$ cat src/rtl/pcrrq_pkg.sv
// shared types and constants for the paging credit round-robin queue
package pcrrq_pkg;

	localparam int DEF_QUEUE_DEPTH = 16;
	localparam logic [15:0] REFILL_CREDIT = 16'd20;
	localparam logic [3:0] REFILL_TICKS = 4'd10;
	localparam logic [8:0] NEED_OFF = 9'h1FF;
	localparam logic [15:0] DEF_EXPIRY = 16'd120;

	typedef enum logic [1:0] {
		KIND_ADD = 2'd0,
		KIND_STOP = 2'd1,
		KIND_LOAD = 2'd2,
		KIND_TICK = 2'd3
	} kind_t;

	typedef enum logic [1:0] {
		CFG_FREE_NEED = 2'd0,
		CFG_ANY_TRAFFIC = 2'd1,
		CFG_HALF_RATE = 2'd2,
		CFG_EXPIRY = 2'd3
	} cfg_idx_t;

	typedef enum logic [3:0] {
		EV_ADDED = 4'd0,
		EV_DUPLICATE = 4'd1,
		EV_FULL = 4'd2,
		EV_STOPPED = 4'd3,
		EV_NOT_FOUND = 4'd4,
		EV_PAGED = 4'd5,
		EV_EXPIRED = 4'd6,
		EV_BUSY = 4'd7,
		EV_CREDIT_SET = 4'd8,
		EV_TICK_DONE = 4'd9
	} ev_t;

	typedef enum logic [2:0] {
		ST_IDLE,
		ST_FIND,
		ST_LOAD,
		ST_AGE,
		ST_WORK,
		ST_DONE
	} state_t;

	typedef struct packed {
		kind_t kind;
		logic [31:0] subscriber;
		logic [1:0] channel_need;
		logic [15:0] load_credit;
		logic [7:0] free_signalling;
		logic [7:0] free_full_traffic;
		logic [7:0] free_half_traffic;
	} cmd_t;

	typedef struct packed {
		logic signed [8:0] free_channel_need;
		logic any_uses_traffic;
		logic count_half_rate;
		logic [15:0] expiry_ticks;
	} cfg_t;

	typedef struct packed {
		logic [31:0] subscriber;
		logic [1:0] need;
		logic [7:0] attempts;
		logic [15:0] lifetime;
	} entry_t;

	typedef struct packed {
		logic valid;
		ev_t ev;
		logic [31:0] subscriber;
		logic [1:0] need;
		logic [7:0] attempts;
		logic last;
	} result_t;

endpackage

$ cat src/rtl/paging_credit_round_robin_queue_top.sv
// top level of the paging credit round-robin queue
// Usage:
// Commands enter on start/busy: a transaction is taken at a clock edge with
// start high and busy low; kind selects add, stop, load indication or tick.
// The front end buffers up to two commands; busy rises when both are held.
// Each command yields one or more results, each shown for one cycle with
// strobe high; last marks the final result of a command. The receiver
// cannot stall, so results are never held back.
// A load indication yields its result from ST_LOAD; add and stop scan the
// table one entry per cycle; a tick ages every entry one per cycle, then runs
// a work step if paging is armed or the refill ends, then tick done. The table
// scan sets the throughput: one command at a time. Configuration is written
// through cfg_we/cfg_addr/cfg_wdata while idle; the user must keep to this,
// as the block does not enforce it. Reset empties the table, sets the credit
// to 20, stops the refill and restores defaults; no clearing pass is needed.
module paging_credit_round_robin_queue_top import pcrrq_pkg::*; #(
	parameter int QUEUE_DEPTH = DEF_QUEUE_DEPTH
) (
	input  logic clk,
	input  logic arst_n,
	input  logic cfg_we,
	input  logic [1:0] cfg_addr,
	input  logic [15:0] cfg_wdata,
	input  logic start,
	output logic busy,
	input  logic [1:0] kind,
	input  logic [31:0] subscriber,
	input  logic [1:0] channel_need,
	input  logic [15:0] load_credit,
	input  logic [7:0] free_signalling,
	input  logic [7:0] free_full_traffic,
	input  logic [7:0] free_half_traffic,
	output logic strobe,
	output logic [3:0] event_res,
	output logic [31:0] subscriber_out,
	output logic [1:0] channel_need_out,
	output logic [7:0] attempt_count,
	output logic last
);

	cfg_t cfg_q;
	cmd_t cmd_in, cmd_b;
	logic avail, pop;
	result_t res;

	// configuration registers
	always_ff @(posedge clk or negedge arst_n) begin
		if (!arst_n) begin
			cfg_q.free_channel_need <= $signed(NEED_OFF);
			cfg_q.any_uses_traffic <= 1'b0;
			cfg_q.count_half_rate <= 1'b0;
			cfg_q.expiry_ticks <= DEF_EXPIRY;
		end else if (cfg_we) begin
			unique case (cfg_idx_t'(cfg_addr))
				CFG_FREE_NEED: cfg_q.free_channel_need <= $signed(cfg_wdata[8:0]);
				CFG_ANY_TRAFFIC: cfg_q.any_uses_traffic <= cfg_wdata[0];
				CFG_HALF_RATE: cfg_q.count_half_rate <= cfg_wdata[0];
				default: cfg_q.expiry_ticks <= cfg_wdata;
			endcase
		end
	end

	// command bundle
	always_comb begin
		cmd_in.kind = kind_t'(kind);
		cmd_in.subscriber = subscriber;
		cmd_in.channel_need = channel_need;
		cmd_in.load_credit = load_credit;
		cmd_in.free_signalling = free_signalling;
		cmd_in.free_full_traffic = free_full_traffic;
		cmd_in.free_half_traffic = free_half_traffic;
	end

	pcrrq_front u_front (
		.clk(clk),
		.arst_n(arst_n),
		.start(start),
		.busy(busy),
		.cmd_in(cmd_in),
		.pop(pop),
		.avail(avail),
		.cmd_out(cmd_b)
	);

	pcrrq_back #(.QUEUE_DEPTH(QUEUE_DEPTH)) u_back (
		.clk(clk),
		.arst_n(arst_n),
		.cfg(cfg_q),
		.avail(avail),
		.cmd_in(cmd_b),
		.pop(pop),
		.res(res)
	);

	assign strobe = res.valid;
	assign event_res = res.ev;
	assign subscriber_out = res.subscriber;
	assign channel_need_out = res.need;
	assign attempt_count = res.attempts;
	assign last = res.last;

endmodule

$ cat src/rtl/pcrrq_front.sv
// front end: takes commands and holds them in a two-entry queue
module pcrrq_front import pcrrq_pkg::*; (
	input  logic clk,
	input  logic arst_n,
	input  logic start,
	output logic busy,
	input  cmd_t cmd_in,
	input  logic pop,
	output logic avail,
	output cmd_t cmd_out
);

	cmd_t slot_q [2];
	logic rd_q, wr_q;
	logic [1:0] fill_q;
	logic push;

	assign busy = (fill_q == 2'd2);
	assign push = start && !busy;
	assign avail = (fill_q != 2'd0);
	assign cmd_out = slot_q[rd_q];

	// payload slots
	always_ff @(posedge clk) begin
		if (push) begin
			slot_q[wr_q] <= cmd_in;
		end
	end

	// pointers and fill level
	always_ff @(posedge clk or negedge arst_n) begin
		if (!arst_n) begin
			rd_q <= 1'b0;
			wr_q <= 1'b0;
			fill_q <= 2'd0;
		end else begin
			if (push) begin
				wr_q <= !wr_q;
			end
			if (pop && avail) begin
				rd_q <= !rd_q;
			end
			if (push && !(pop && avail)) begin
				fill_q <= fill_q + 2'd1;
			end else if (!push && pop && avail) begin
				fill_q <= fill_q - 2'd1;
			end
		end
	end

`ifndef NO_ASSERTIONS
	a_fill_range: assert property (@(posedge clk) disable iff (!arst_n)
		fill_q != 2'd3) else $error("queue fill out of range");
	a_busy_no_pop: assert property (@(posedge clk) disable iff (!arst_n)
		(busy && !pop) |=> busy) else $error("full queue drained without pop");
	a_empty_stays: assert property (@(posedge clk) disable iff (!arst_n)
		(!avail && !start) |=> !avail) else $error("queue filled without transaction");
`endif

endmodule

$ cat src/rtl/pcrrq_back.sv
// back end: entry table, credit and the sequencer that scans it
module pcrrq_back import pcrrq_pkg::*; #(
	parameter int QUEUE_DEPTH = DEF_QUEUE_DEPTH
) (
	input  logic clk,
	input  logic arst_n,
	input  cfg_t cfg,
	input  logic avail,
	input  cmd_t cmd_in,
	output logic pop,
	output result_t res
);

	localparam int IW = $clog2(QUEUE_DEPTH);
	localparam int CW = $clog2(QUEUE_DEPTH + 1);
	localparam logic [CW-1:0] DEPTH_C = CW'(QUEUE_DEPTH);

	state_t state_q, state_d;
	cmd_t cmd_q;
	entry_t ent_q [QUEUE_DEPTH];
	logic [CW-1:0] count_q, idx_q;
	logic [15:0] credit_q;
	logic [3:0] refill_q;
	logic armed_q, run_q;

	logic in_range, match, short_ch, traffic;
	entry_t cur, head;
	logic [8:0] ch_count;
	logic [7:0] head_att;
	result_t emit;
	logic shift_en, wr_en;
	logic [CW-1:0] shift_from, wr_idx;
	entry_t wr_data;

	assign in_range = idx_q < count_q;
	assign cur = ent_q[idx_q[IW-1:0]];
	assign head = ent_q[0];
	assign match = cur.subscriber == cmd_q.subscriber;
	assign head_att = (head.attempts == 8'hFF) ? head.attempts : head.attempts + 8'd1;
	assign pop = (state_q == ST_IDLE) && avail;

	// free channel check for the head entry
	always_comb begin
		traffic = (head.need >= 2'd2) || (head.need == 2'd0 && cfg.any_uses_traffic);
		if (traffic) begin
			ch_count = {1'b0, cmd_q.free_full_traffic}
				+ (cfg.count_half_rate ? {1'b0, cmd_q.free_half_traffic} : 9'd0);
		end else begin
			ch_count = {1'b0, cmd_q.free_signalling};
		end
		short_ch = (cfg.free_channel_need != $signed(NEED_OFF))
			&& ($signed({cfg.free_channel_need[8], cfg.free_channel_need})
				> $signed({1'b0, ch_count}));
	end

	// next state
	always_comb begin
		state_d = state_q;
		unique case (state_q)
			ST_IDLE: begin
				if (avail) begin
					unique case (cmd_in.kind) inside
						KIND_ADD, KIND_STOP: state_d = ST_FIND;
						KIND_LOAD: state_d = ST_LOAD;
						default: state_d = ST_AGE;
					endcase
				end
			end
			ST_FIND: begin
				if (!in_range || match) begin
					state_d = ST_IDLE;
				end
			end
			ST_LOAD: state_d = ST_IDLE;
			ST_AGE: begin
				if (!in_range) begin
					state_d = (armed_q || refill_q == 4'd1) ? ST_WORK : ST_DONE;
				end
			end
			ST_WORK: state_d = ST_DONE;
			ST_DONE: state_d = ST_IDLE;
			default: state_d = ST_IDLE;
		endcase
	end

	// results and table write controls
	always_comb begin
		emit = '0;
		emit.ev = EV_ADDED;
		shift_en = 1'b0;
		shift_from = '0;
		wr_en = 1'b0;
		wr_idx = count_q;
		wr_data = cur;
		unique case (state_q)
			ST_FIND: begin
				if (in_range && match) begin
					emit.valid = 1'b1;
					emit.last = 1'b1;
					emit.subscriber = cmd_q.subscriber;
					if (cmd_q.kind == KIND_ADD) begin
						emit.ev = EV_DUPLICATE;
						emit.need = cmd_q.channel_need;
					end else begin
						emit.ev = EV_STOPPED;
						emit.need = cur.need;
						emit.attempts = cur.attempts;
						shift_en = 1'b1;
						shift_from = idx_q;
					end
				end else if (!in_range) begin
					emit.valid = 1'b1;
					emit.last = 1'b1;
					emit.subscriber = cmd_q.subscriber;
					if (cmd_q.kind == KIND_ADD) begin
						emit.need = cmd_q.channel_need;
						if (count_q >= DEPTH_C) begin
							emit.ev = EV_FULL;
						end else begin
							emit.ev = EV_ADDED;
							wr_en = 1'b1;
							wr_idx = count_q;
							wr_data.subscriber = cmd_q.subscriber;
							wr_data.need = cmd_q.channel_need;
							wr_data.attempts = 8'd0;
							wr_data.lifetime = (cfg.expiry_ticks == 16'd0) ? 16'd1
								: cfg.expiry_ticks;
						end
					end else begin
						emit.ev = EV_NOT_FOUND;
					end
				end
			end
			ST_LOAD: begin
				emit.valid = 1'b1;
				emit.last = 1'b1;
				emit.ev = EV_CREDIT_SET;
			end
			ST_AGE: begin
				if (in_range) begin
					if (cur.lifetime <= 16'd1) begin
						emit.valid = 1'b1;
						emit.ev = (cur.attempts != 8'd0) ? EV_EXPIRED : EV_BUSY;
						emit.subscriber = cur.subscriber;
						emit.need = cur.need;
						emit.attempts = cur.attempts;
						shift_en = 1'b1;
						shift_from = idx_q;
					end else begin
						wr_en = 1'b1;
						wr_idx = idx_q;
						wr_data = cur;
						wr_data.lifetime = cur.lifetime - 16'd1;
					end
				end
			end
			ST_WORK: begin
				if (count_q != '0 && credit_q != 16'd0 && !short_ch) begin
					emit.valid = 1'b1;
					emit.ev = EV_PAGED;
					emit.subscriber = head.subscriber;
					emit.need = head.need;
					emit.attempts = head_att;
					shift_en = 1'b1;
					shift_from = '0;
					wr_en = 1'b1;
					wr_idx = count_q - CW'(1);
					wr_data = head;
					wr_data.attempts = head_att;
				end
			end
			ST_DONE: begin
				emit.valid = 1'b1;
				emit.last = 1'b1;
				emit.ev = EV_TICK_DONE;
			end
			default: ;
		endcase
	end

	// entry table: compaction shift plus one write
	always_ff @(posedge clk) begin
		for (int j = 0; j < QUEUE_DEPTH - 1; j++) begin
			if (shift_en && CW'(j) >= shift_from && !(wr_en && CW'(j) == wr_idx)) begin
				ent_q[j] <= ent_q[j+1];
			end
		end
		if (wr_en) begin
			ent_q[wr_idx[IW-1:0]] <= wr_data;
		end
		if (pop) begin
			cmd_q <= cmd_in;
		end
	end

	// control state
	always_ff @(posedge clk or negedge arst_n) begin
		if (!arst_n) begin
			state_q <= ST_IDLE;
			count_q <= '0;
			idx_q <= '0;
			credit_q <= REFILL_CREDIT;
			refill_q <= 4'd0;
			armed_q <= 1'b0;
			run_q <= 1'b0;
			res <= '0;
		end else begin
			state_q <= state_d;
			res <= emit;
			unique case (state_q)
				ST_IDLE: idx_q <= '0;
				ST_FIND: begin
					if (in_range && !match) begin
						idx_q <= idx_q + CW'(1);
					end
					if (in_range && match && cmd_q.kind == KIND_STOP) begin
						count_q <= count_q - CW'(1);
					end
					if (!in_range && cmd_q.kind == KIND_ADD && count_q < DEPTH_C) begin
						count_q <= count_q + CW'(1);
						armed_q <= 1'b1;
					end
				end
				ST_LOAD: begin
					refill_q <= 4'd0;
					credit_q <= cmd_q.load_credit;
					if (count_q != '0) begin
						armed_q <= 1'b1;
					end
				end
				ST_AGE: begin
					if (in_range) begin
						if (cur.lifetime <= 16'd1) begin
							count_q <= count_q - CW'(1);
						end else begin
							idx_q <= idx_q + CW'(1);
						end
					end else if (refill_q != 4'd0) begin
						refill_q <= refill_q - 4'd1;
						if (refill_q == 4'd1) begin
							credit_q <= REFILL_CREDIT;
						end
					end
					run_q <= armed_q || refill_q == 4'd1;
				end
				ST_WORK: begin
					armed_q <= 1'b0;
					if (count_q != '0) begin
						if (credit_q == 16'd0) begin
							refill_q <= REFILL_TICKS;
						end else begin
							armed_q <= 1'b1;
							if (!short_ch) begin
								credit_q <= credit_q - 16'd1;
							end
						end
					end
				end
				default: ;
			endcase
		end
	end

`ifndef NO_ASSERTIONS
	a_count_bound: assert property (@(posedge clk) disable iff (!arst_n)
		count_q <= DEPTH_C) else $error("entry count above depth");
	a_idle_quiet: assert property (@(posedge clk) disable iff (!arst_n)
		(state_q == ST_IDLE) |=> !res.valid) else $error("result while idle");
	a_load_last: assert property (@(posedge clk) disable iff (!arst_n)
		(state_q == ST_LOAD) |=> (res.valid && res.last)) else $error("load result lost");
	a_work_ran: assert property (@(posedge clk) disable iff (!arst_n)
		(state_q == ST_WORK) |-> run_q) else $error("work step without cause");
`endif

endmodule

$ cat config.mk
export PLATFORM = sky130hd
export DESIGN_NAME = paging_credit_round_robin_queue_top
export DESIGN_NICKNAME = d
export VERILOG_FILES = /design/src/rtl/pcrrq_pkg.sv /design/src/rtl/paging_credit_round_robin_queue_top.sv /design/src/rtl/pcrrq_front.sv /design/src/rtl/pcrrq_back.sv
export SDC_FILE = /design/constraint.sdc
export NUM_CORES = 2
export LEC_CHECK = 0
export CORE_MARGIN = 2
export CORE_UTILIZATION = 59
export CTS_BUF_LIST = sky130_fd_sc_hd__clkbuf_4 sky130_fd_sc_hd__clkbuf_8
export CTS_CLUSTER_SIZE = 12
export DETAILED_ROUTE_END_ITERATION = 7
export DONT_BUFFER_PORTS = 1
export PLACE_DENSITY = 0.72
export RECOVER_POWER = 100
export SLEW_MARGIN = 25
export SYNTH_ARGS = -nofsm -noshare
export SYNTH_HDL_FRONTEND = slang
export SYNTH_SLANG_ARGS = --single-unit
$ cat constraint.sdc
create_clock -name clk -period 20.7 [get_ports clk]
set_clock_uncertainty 0.15 [all_clocks]
set_input_delay 0 -clock clk [delete_from_list [all_inputs] [get_ports clk]]
set_output_delay 0 -clock clk [all_outputs]
set_load 0.02 [all_outputs]
# Word-level counts from Yosys, hierarchy flattened
# Memories as Yosys holds them, arrays and structs flattened.
# Index checks and enable logic that the tools add are counted.
# word_totals
out_inout_bits	49
ram_bits	1080
inputBits	98
wordCells	342
ff_bits	189
n_memories	2
# op_classes
muxes	120
eq_ne	45
addsub	10
reduce_logical	117
n_lt_le_gt_ge	21
bitwise	1
# mem_list
memory	depth	width	read_ports	rd_ports_with_merged_regs	wr	line	source
u_back.ent_q	16	58	17	0	16	pcrrq_back.sv:20	entry_t ent_q [QUEUE_DEPTH];
u_front.slot_q	2	76	1	0	1	pcrrq_front.sv:13	cmd_t slot_q [2];
# op_table
cell	count
$mux W58	5
$pmux W58 S3	1
$mux W16	9
$mux W47	3
$pmux W42 S3	1
$mux W39	2
$mux W5	14
$logic_and A1 B1 Y1	60
$mux W1	53
$pmux W16 S3	1
$eq A4 B5 Y1 const A	7
$ge A4 B5 Y1 const A	7
$eq A32 B32 Y1	1
$logic_not A16 Y1	2
$mux W8	4
$sub A16 B1 Y16 const B	2
$pmux W5 S2	3
$pmux W5 S5	1
$logic_not A1 Y1	23
$ne A2 B1 Y1 const B	11
$eq A3 B5 Y1 const A	4
$ge A3 B5 Y1 const A	4
$mux W4	5
$le A16 B1 Y1 const B	1
other kinds (53)	90

# Longest topological paths before layout
# An unclocked memory read counts as a cell.
# depth
ltp_word	17
mapped_depth	24
ltp_nobuf	21

# Cells and area by module
# A second synthesis with hierarchy kept.
# hier_totals
cells_unflattened	3975
area_unflattened_um2	63355.8
# by_module_without_submodules
mod	n_inst	cells_each	area_per_inst_um2	seq_area_each_um2
pcrrq_back	1	3656	56436.6	32203.4
pcrrq_front	1	259	5821.8	4664.5
paging_credit_round_robin_queue_top	1	60	1097.3	691.9

# Worst setup path before layout
# Ideal clock, no wire load.
# synth_path
path_kind	reg-to-reg
start	register u_back.idx_q[1]
end	memory u_back.ent_q[2][0] in the netlist's numbering, enable pin
path_slack_ns	11.701
required_time_ns	19.996
path_buffers	8
arrival_time_ns	8.295
setup_time_ns	0.554
path_stages_with_launch	19
synth_period_minus_slack_ns	8.999
cell_sequence	dfrtp_1 buf_2 buf_2 clkbuf_1 buf_2 buf_2 clkbuf_1 mux4_2 mux4_2 inv_1 ha_1 o21ai_2 nand3b_1 buf_4 nor2_1 a22o_1 buf_2 a21oi_1 o21ai_0
# synth_rtl
item	line	source
from (decl)	pcrrq_back.sv:21	logic [CW-1:0] count_q, idx_q;
from (signal assigned)	pcrrq_back.sv:214	idx_q <= idx_q + CW'(1);
from (signal assigned)	pcrrq_back.sv:236	idx_q <= idx_q + CW'(1);
to (decl)	pcrrq_back.sv:20	

==> results.cfg <==
[die]
boundaryPins = 147
die_width_um = 331
core_sq_um = 106000
num_rows = 119
start_util = 0.597
dieArea_sq_um = 110000
die_y_um = 331

[synthesis]
netlist-cell-type-count = 92
ys.flop_type = edfxtp_1
syn_avg_cell_area_sq_um = 16.1
synth_edf_count = 1156
synth_top_area_cell = edfxtp_1
async_reset_ff_frac = 0.0890
synth_nets = 4051
yosysTopAreaCellShare = 0.550
synth_area_leaders = edfxtp_1 (55%), mux2_2 (15%), mux4_2 (8.5%)
postSynthCellCount = 3923
synthesis.area_sq_um = 63100
yosys_warnings = 0
ys_seq_area_frac = 0.595
synth_seq_cells = 1269

[worst_setup_path]
crit_fanout = 47
end_kind = register
startpoint = u_back.idx_q[0]$_DFFE_PN0P_
r2r_start = u_back.idx_q[0]$_DFFE_PN0P_
critPathKind = register to register
rrSetupSlack_ps = 6450
cp.required_ps = 21040
cp.arrival_ps = 14590
startpoint_type = register

[clock_tree]
post_cts_buffers = 0
clock-sinks = 1269
cts_made_buffers = 204
insertion_delay_ps = 910
root_buffer = clkbuf_8
clk_pin_slew_worst_paths_ps = 60
cts_tree = yes
max-clock-path-buffers = 3
cts_resized = 0
cts-hold-fix-buffers = 213
htree_num_levels = 4

[routing]
drt_iter0_markers = 4889
firstDrtPassIters = 6
drc = 0
ant_nets = 0
vias = 39100
routed_via_density = 6.86
drt_wl_total_um = 179000
wl_per_cell_um = 31.4

[timing]
fmax_mhz = 70.2
relSlewSlack = -3.82
setup_tns_ps = 0
tightest_slew_ps = 7230
finalHoldViolCount = 0
maxSlewViolCount = 1085
post-route-period-util = 0.688
rsz0062_at_grt = no
period_minus_slack_ps = 14250
setup_viol_count_final = 0

[place]
hpwl_um = 99500
gp_congestion = 0.908
io_buffers = 0

[final_layout]
multi_input_area_sq_um = 23800
synthToLayoutAreaGrowth_pct = 11.4
final_common_cell = edfxtp_1
nets = 4254
fillCellCount = 7375
drive_gt1_frac = 0.358
final-seq-area_sq_um = 37600
final_cell_mix = edfxtp_1 (1156), mux2_2 (812), mux4_2 (238)

[outcome]
violations = max-capacitance violations, max-slew violations
status = finished, violations left

[global_route]
grt_util_all_layers = 0.327
grt_pass1_vias = 39300
antenna_found_initial = 4
grt-ovfl-total = 0
grt_max_degree = 147
grt_pass1_wl_um = 261000

[worst_hold_path]
hp-class = primary input to register
min_from = subscriber[1]

[pwr]
power_density_nw_per_um2 = 137
power.total_uw = 9620
leakage_uw = 0.0238
ir_drop_mv = 0.0784

[job]
cap_violations = 46
[per-stage QoR]
step / worst slack (ps) / hold slack (ps) / instance area, sq um / std cells / util
5_1_grt: 5410 / 127 / 70300 / 5698 / 0.665
2_1_floorplan: 11700 / -446 / 63100 / 3923 / -
6_report: 6450 / 137 / 70300 / 5700 / 0.665
3_3_place_gp: 11050 / -444 / 64200 / 5093 / 0.608
3_5_place_dp: 10970 / -443 / 64400 / 5098 / 0.609
4_1_cts: 10930 / 66.7 / 70900 / 5695 / 0.670
[final timing paths]
kind / to / cells past startpoint
setup / recovery: u_back.ent_q[1][49]$_DFFE_PP_ / 14
hold / removal: u_front.slot_q[0][43]$_DFFE_PP_ / 2
setup reg to reg: u_back.ent_q[1][49]$_DFFE_PP_ / 14
hold reg to reg: u_back.credit_q[0]$_DFFE_PN0P_ / 2
max in group asynchronous: u_back.idx_q[1]$_DFFE_PN0P_ / 4
min in group asynchronous: cfg_q[3]$_DFFE_PN1P_ / 3
[flip-flops by register name (all words and copies together) (netlist names)]
signal and count:
u_back.ent_q 928, u_back.cmd_q 76, u_back.armed_q 1, u_back.refill_q 4, u_back.state_q 3, u_back.credit_q 16, u_front.slot_q 152, u_front.rd_q 1
u_front.fill_q 2, u_front.wr_q 1, u_back.count_q 5, cfg_q 27, u_back.idx_q 5, u_back.res 48
[synth_stat cells, drive strengths merged, types with 7 or more instances]
master and number:
nand4 21, a222oi 8, dfstp 15, nor3 31, mux2 991, a221o 38
nor4b 13, o21ai 102, and3 9, a221oi 7, and2 14, buf 148
mux4 238, or2 7, xnor2 42, o22ai 14, or4 7, edfxtp 1156
a22o 12, nand3 30, a22oi 45, nand2b 14, ha 29, nor4 16
xor2 12, a32oi 7, mux2i 75, a21oi 94, a211oi 7, dfrtp 98
or3 8, nand2 207, clkbuf 158, o211ai 19, inv 33, a21o 14
nor2 97
[where the power goes]
group          internal [uW]  total, uW  switching [uW]
combinational           1360       3630            2270
sequential              3410       3690             280
clock                   1260       2300            1040
[final cells by class]
cell class | instances | share of cell area
diodes | 5 | 0.000178
clock buffers | 309 | 0.0533
clock inverters | 75 | 0.00827
inverters | 33 | 0.00185
multi-input cells | 2315 | 0.338
flip-flops and latches | 1269 | 0.534
well taps | 1391 | 0.0247
repair buffers | 303 | 0.0395
[metal layers]
metal,track usage,up-vias,share of wire
met3,0.0656,423,0.10
met4,0.116,4,0.034
met1,0.465,20200,0.40
met5,0.000870,-,0.00043
met2,0.506,2321,0.46
li1,-,16100,-
[cells by family after synthesis]
kind of cell / share of synthesized area
adder cells (fa/ha/maj): 0.00606
AND/OR/NAND/NOR: 0.0408
AO/OA/AOI/OAI: 0.0478
XOR/XNOR: 0.00749
flip-flops: 0.595
multiplexers: 0.277
buffers and inverters: 0.0256
[worst max-delay path, stage by stage, from the launching register on]
cell and delay [ps]:
dfrtp_4 840, buf_4 740, clkbuf_1 2700, clkbuf_1 3050, mux4_2 810, mux4_2 490
xnor2_1 340, nand4_1 230, or4_1 620, a211oi_1 1100, a22o_1 260, buf_4 320
a21oi_1 280, o21bai_4 830, buf_4 890
No activity file was read; power rests on OpenSTA's default activity.
